===== src/hw/rtl/tcc_pkg.sv =====
`default_nettype none
package tcc_pkg;

    // Field and register widths
    localparam int OP_W       = 2;
    localparam int CHAR_W     = 8;
    localparam int IN_COL_W   = 7;
    localparam int IN_ROW_W   = 6;
    localparam int CFG_IDX_W  = 2;
    localparam int CFG_DATA_W = 8;
    localparam int COLS_REG_W = 8;
    localparam int ROWS_REG_W = 7;
    localparam int TAB_W      = 8;
    localparam int STATUS_W   = 2;

    // Register reset values
    localparam logic [COLS_REG_W-1:0] COLS_RST = 8'd80;
    localparam logic [ROWS_REG_W-1:0] ROWS_RST = 7'd25;
    localparam logic [TAB_W-1:0]      TAB_RST  = 8'd8;

    // Character codes
    localparam logic [CHAR_W-1:0] CH_BELL  = 8'h07;
    localparam logic [CHAR_W-1:0] CH_BS    = 8'h08;
    localparam logic [CHAR_W-1:0] CH_TAB   = 8'h09;
    localparam logic [CHAR_W-1:0] CH_LF    = 8'h0A;
    localparam logic [CHAR_W-1:0] CH_VT    = 8'h0B;
    localparam logic [CHAR_W-1:0] CH_FF    = 8'h0C;
    localparam logic [CHAR_W-1:0] CH_CR    = 8'h0D;
    localparam logic [CHAR_W-1:0] CH_BLANK = 8'h20;

    typedef enum logic [OP_W-1:0] {
        OP_PUT  = 2'd0,
        OP_SET  = 2'd1,
        OP_READ = 2'd2,
        OP_NONE = 2'd3
    } t_op;

    typedef enum logic [CFG_IDX_W-1:0] {
        CFG_COLUMNS = 2'd0,
        CFG_ROWS    = 2'd1,
        CFG_TAB     = 2'd2,
        CFG_ENABLE  = 2'd3
    } t_cfg_idx;

    typedef enum logic [STATUS_W-1:0] {
        ST_OK    = 2'd0,
        ST_RANGE = 2'd1,
        ST_UNSUP = 2'd2
    } t_status;

    typedef enum logic [2:0] {
        CC_PRINT,
        CC_BELL,
        CC_UNSUP,
        CC_FF,
        CC_LF,
        CC_CR,
        CC_TAB
    } t_char_cls;

    typedef enum logic [2:0] {
        S_RST_CLR,
        S_IDLE,
        S_DECODE,
        S_FF_CLR,
        S_LINE_CLR,
        S_TAB_MOD,
        S_TAB_PUT,
        S_OUT
    } t_state;

    // Controller -> datapath
    typedef struct packed {
        logic load_in;
        logic sweep_rst;
        logic clr_all_step;
        logic line_step;
        logic put;
        logic put_blank;
        logic newline;
        logic cr;
        logic home;
        logic set_cur;
        logic rd_cell;
        logic bell;
        logic unsup;
        logic mod_load;
        logic mod_sub;
        logic mod_inc;
        logic out_load;
    } t_cmd;

    // Datapath -> controller
    typedef struct packed {
        t_op       op;
        t_char_cls cls;
        logic      enabled;
        logic      wrap;
        logic      all_last;
        logic      line_last;
        logic      mod_ge_tab;
        logic      mod_zero;
        logic      mod_next_zero;
        logic      out_free;
    } t_sts;

endpackage
`default_nettype wire


===== src/hw/rtl/tcc_ctrl.sv =====
`default_nettype none
module tcc_ctrl
    import tcc_pkg::*;
(
    input  wire logic i_clk,
    input  wire logic i_rst_n,
    input  wire logic i_in_valid,
    output logic      o_in_ready,
    input  wire t_sts i_sts,
    output t_cmd      o_cmd
);

    t_state r_state;
    t_state n_state;

    always_ff @(posedge i_clk) begin
        if (!i_rst_n) begin
            r_state <= S_RST_CLR;
        end else begin
            r_state <= n_state;
        end
    end

    // Next state
    always_comb begin
        n_state = r_state;
        case (r_state)
            S_RST_CLR: begin
                if (i_sts.all_last) n_state = S_IDLE;
            end
            S_IDLE: begin
                if (i_in_valid) n_state = S_DECODE;
            end
            S_DECODE: begin
                n_state = S_OUT;
                if (i_sts.op == OP_PUT && i_sts.enabled) begin
                    case (i_sts.cls)
                        CC_FF:    n_state = S_FF_CLR;
                        CC_LF:    n_state = S_LINE_CLR;
                        CC_TAB:   n_state = i_sts.wrap ? S_LINE_CLR : S_TAB_MOD;
                        CC_PRINT: n_state = i_sts.wrap ? S_LINE_CLR : S_OUT;
                        default:  n_state = S_OUT;
                    endcase
                end
            end
            S_FF_CLR: begin
                if (i_sts.all_last) n_state = S_OUT;
            end
            S_LINE_CLR: begin
                if (i_sts.line_last) n_state = S_OUT;
            end
            S_TAB_MOD: begin
                if (!i_sts.mod_ge_tab) begin
                    n_state = i_sts.mod_zero ? S_OUT : S_TAB_PUT;
                end
            end
            S_TAB_PUT: begin
                if (i_sts.wrap) begin
                    n_state = S_LINE_CLR;
                end else if (i_sts.mod_next_zero) begin
                    n_state = S_OUT;
                end
            end
            S_OUT: begin
                if (i_sts.out_free) n_state = S_IDLE;
            end
            default: n_state = S_IDLE;
        endcase
    end

    // Commands
    always_comb begin
        o_cmd      = '0;
        o_in_ready = 1'b0;
        case (r_state)
            S_RST_CLR: begin
                o_cmd.clr_all_step = 1'b1;
            end
            S_IDLE: begin
                o_in_ready    = 1'b1;
                o_cmd.load_in = i_in_valid;
            end
            S_DECODE: begin
                case (i_sts.op)
                    OP_PUT: begin
                        if (i_sts.enabled) begin
                            case (i_sts.cls)
                                CC_BELL:  o_cmd.bell = 1'b1;
                                CC_UNSUP: o_cmd.unsup = 1'b1;
                                CC_FF: begin
                                    o_cmd.home      = 1'b1;
                                    o_cmd.sweep_rst = 1'b1;
                                end
                                CC_LF: begin
                                    o_cmd.newline   = 1'b1;
                                    o_cmd.sweep_rst = 1'b1;
                                end
                                CC_CR:    o_cmd.cr = 1'b1;
                                CC_TAB: begin
                                    o_cmd.put       = 1'b1;
                                    o_cmd.put_blank = 1'b1;
                                    o_cmd.mod_load  = 1'b1;
                                    o_cmd.sweep_rst = 1'b1;
                                end
                                default: begin
                                    o_cmd.put       = 1'b1;
                                    o_cmd.sweep_rst = 1'b1;
                                end
                            endcase
                        end
                    end
                    OP_SET:  o_cmd.set_cur = 1'b1;
                    OP_READ: o_cmd.rd_cell = 1'b1;
                    OP_NONE: o_cmd.load_in = 1'b0;
                    default: o_cmd.load_in = 1'b0;
                endcase
            end
            S_FF_CLR: begin
                o_cmd.clr_all_step = 1'b1;
            end
            S_LINE_CLR: begin
                o_cmd.line_step = 1'b1;
            end
            S_TAB_MOD: begin
                o_cmd.mod_sub = i_sts.mod_ge_tab;
            end
            S_TAB_PUT: begin
                o_cmd.put       = 1'b1;
                o_cmd.put_blank = 1'b1;
                o_cmd.mod_inc   = 1'b1;
                o_cmd.sweep_rst = 1'b1;
            end
            S_OUT: begin
                o_cmd.out_load = i_sts.out_free;
            end
            default: o_cmd = '0;
        endcase
    end

endmodule
`default_nettype wire


===== config.mk =====
export PLATFORM = sky130hd
export DESIGN_NAME = tcc_ctrl
export DESIGN_NICKNAME = d
export VERILOG_FILES = /design/src/hw/rtl/tcc_pkg.sv /design/src/hw/rtl/tcc_ctrl.sv
export SDC_FILE = /design/constraint.sdc
export NUM_CORES = 1
export LEC_CHECK = 0
export ABC_AREA = 1
export BUFFER_PORTS_ARGS = -buffer_cell sky130_fd_sc_hd__buf_2
export CORE_UTILIZATION = 44
export CTS_BUF_LIST = sky130_fd_sc_hd__clkbuf_4 sky130_fd_sc_hd__clkbuf_8 sky130_fd_sc_hd__clkbuf_16
export DETAILED_ROUTE_END_ITERATION = 8
export GPL_ROUTABILITY_DRIVEN = 1
export GPL_TIMING_DRIVEN = 0
export PLACE_DENSITY = 0.83
export SETUP_SLACK_MARGIN = 0.1
export SLEW_MARGIN = 20
export SYNTH_ARGS = -nofsm -noshare
export SYNTH_HDL_FRONTEND = slang
export SYNTH_SLANG_ARGS = --single-unit

===== constraint.sdc =====
create_clock -name i_clk -period 1.6 [get_ports i_clk]
set_input_delay 0.32 -clock i_clk [delete_from_list [all_inputs] [get_ports i_clk]]
set_output_delay 0.32 -clock i_clk [all_outputs]
set_load 0.01 [all_outputs]

==> metrics <==
Die Area approximately 0.0017 mm2; Syn Nets 135; Placer Congestion approximately 0.90; H-tree depth 1; Highest Clock Rate roughly 610 MHz; Mapped Area about 660 um2; Mapped Avg Cell Area around 5.6 um2; power per cell area roughly 1700 mW/mm2; critical path, cell by cell buf_6 -> buf_8 -> inv_8 -> nor2_8 -> nor3_1 -> buf_2; Initial Util 49.2%; CP max stage delay approximately 0.31 ns; Slew headroom a little over four fifths; largest reg by FF count r_state; Largest regs r_state x3; Worst Hold Class input port to flop; Total GRT Usage 29.3%; io pins 34; clock buffer depth 2; worst slew pin tran 0.231 ns; Int Power 1.01 mW; Stages on worst setup path 6; post-synth cell types 21; WHS between 0.3 and 0.4 ns; # fillers 77; GRT overflow 0; Post-DP HPWL between 1000 and 1500 um; DRT antenna net count 0; mux cell area share after synthesis 0%; Vias/cell 5.65; Post-Synth XOR/XNOR Area 0%; antenna violations before repair 0; Reg clk slew, reported paths 0.05 ns; Comb pwr share a little over four fifths; Max Cap Viol 0; Net Sw Frac a little over 50%; Mapped Cells about 120; family with the most delay on the worst path buffers and inverters; Final nets between 150 and 200; Clk pwr share under 10%; Worst Skew between 0.01 and 0.015 ns; Worst Setup End Kind output pin; core area about 0.0014 mm2; cts bufs inserted 3; non-filler cells, final around 190; synth warn 0; area delta synth->final 81.0%; fin crit share 103%; Clock Root Buffer clkbuf_4; Crit Path Max Fanout 7; diode count 0; status complete, but fails checks; vias in the first global route 826; failing checks negative setup slack; Cells on Worst Hold Path 3; FF+latch count, synth 3; drt wl/cell roughly 15 um; Final Core Density slightly below 90%; TritonCTS Sinks 3; die height 40.9 um; maximum VDD drop 1.29 mV; Crit Path Category flop to output pin; CP bufs+invs 4; Synth Area in Compound Gates roughly 5.3%; arrival time at the worst endpoint approximately 1.3 ns; Synth Area in Simple Gates 66.9%; Worst Path Required roughly 1.3 ns; cell count of the worst reg-to-reg path 11; placed cell count ~170; largest family of logic cells by synthesized area simple AND/OR/NAND/NOR gates; Routed WL between 2000 and 3000 um; Final min period roughly 1.6 ns; sequential share of the synthesized area under 10%; Startpoint Class flop; Hold Buf Count CTS 0; worst skew pair latency 0.26 ns; max-slew violation count 0; Tot Pwr approximately 2 mW; routed via count 1085; Leakage Power 0.676 nW; Cell Rows 13; switching power approximately 1.0 mW; max FFs per register 3; RSZ-0062 raised after global routing true; CTS tree done; worst setup margin -0.0422 ns; critical path's slowest cell dfxtp_2; drt first-iter violations 38; setup violators final 3; share of layout cells above drive strength 1 roughly three fifths; TritonRoute pass-1 iters 4; Die Width roughly 41 um; first-pass GRT wire length 3260 um; Fin. Hold Viols 0; adder-cell area share of the yosys netlist 0%; DRC 0; largest net degree at the start of global routing 11; Flop pwr share 6.8%; IO buf count 33
==> cell families (layout without fill, tap and decap cells) <==
family | count (synthesis) | count (layout)
AOI/OAI and AO/OA | 5 | 5
and+or+nand+nor | 87 | 87
buffers and inverters | 24 | 82
DFF | 3 | 3
==> through the flow <==
step | setup WS (ns) | area, um2 | TNS [ns]
after floorplan | 0.195 | 664 | 0
after detailed placement | -0.0207 | 848 | -0.0207
after global placement | 0.0711 | 848 | 0
after global routing | -0.101 | 1200 | -0.523
final | -0.0422 | 1200 | -0.0645
after CTS | 0.0546 | 1050 | 0
==> worst min-delay path, delay by kind of cell <==
kind	cells	cell delay, ns
buffers and inverters	1	0.12
AND/OR/NAND/NOR	2	0.10
==> power by group through the flow <==
stage,sequential (mW),combinational [mW],clock [mW]
global placement,0.130,1.03,0
CTS,0.136,1.41,0.156
detailed placement,0.131,1.05,0
floorplan,0.128,0.832,0
finish,0.139,1.75,0.171
global route,0.141,1.84,0.181
==> layer usage <==
metal | routed length (um) | track usage, % | part of all wire, %
met5 | 0 | 0 | 0
met4 | 107 | 10.8 | 3.8
met3 | 172 | 3.26 | 6.2
met2 | 1420 | 57.4 | 51
met1 | 1090 | 31.0 | 39
==> synthesized netlist by cell type <==
library cell,instances,share of area (%)
a21oi_2,1,1.3
buf_6,4,6.8
dfxtp_1,3,9.0
inv_1,16,9.0
inv_2,3,1.7
inv_6,1,1.3
nand2_1,25,14
nand2_2,4,3.8
nand2_4,1,1.7
nand3_1,13,9.8
nand3_2,3,4.5
nand4_1,4,3.8
nor2_1,20,11
nor2_2,5,4.7
nor2_4,2,3.4
nor2_8,1,3.0
nor3_1,9,6.8
o2111ai_1,1,1.3
o21ai_0,1,0.75
o21ai_1,1,0.75
o21bai_1,1,1.1
==> layout by cell type, fill, tap and decap left out, drive strengths merged <==
master	instances
nand3	16
nand2	30
a21oi	1
inv	20
nor3	9
o2111ai	1
dfxtp	3
clkbuf	4
nor2	28
nand4	4
buf	58
o21ai	2
o21bai	1
==> layout make-up <==
class	count	area [um2]	share of cell area (%)
Timing Repair Buffer	54	370	30.8
Sequential cell	3	62.6	5.20
Tap cell	15	18.8	1.56
Clock buffer	4	30.0	2.50
Buffer	4	48.8	4.06
Inverter	20	82.6	6.87
Multi-Input combinational cell	92	589	49.0
==> timing repair <==
action,in CTS,in global routing
endpoints found under the hold margin,0,0
pin swaps,5,10
setup buffers,11,9
cloned,1,0
endpoints found under the setup margin,11,19
gates resized for setup,18,21
==> worst paths after layout <==
path	from	to	slack, ns
hold reg to reg	r_state[0]$_SDFFE_PN0P_	r_state[0]$_SDFFE_PN0P_	0.76
setup reg to reg	r_state[2]$_SDFFE_PN0P_	r_state[2]$_SDFFE_PN0P_	0.10
hold / removal	i_rst_n	r_state[2]$_SDFFE_PN0P_	0.33
setup / recovery	r_state[1]$_SDFFE_PN0P_	o_cmd[14]	-0.04
Note: power is estimated with default switching activity, not from simulation.
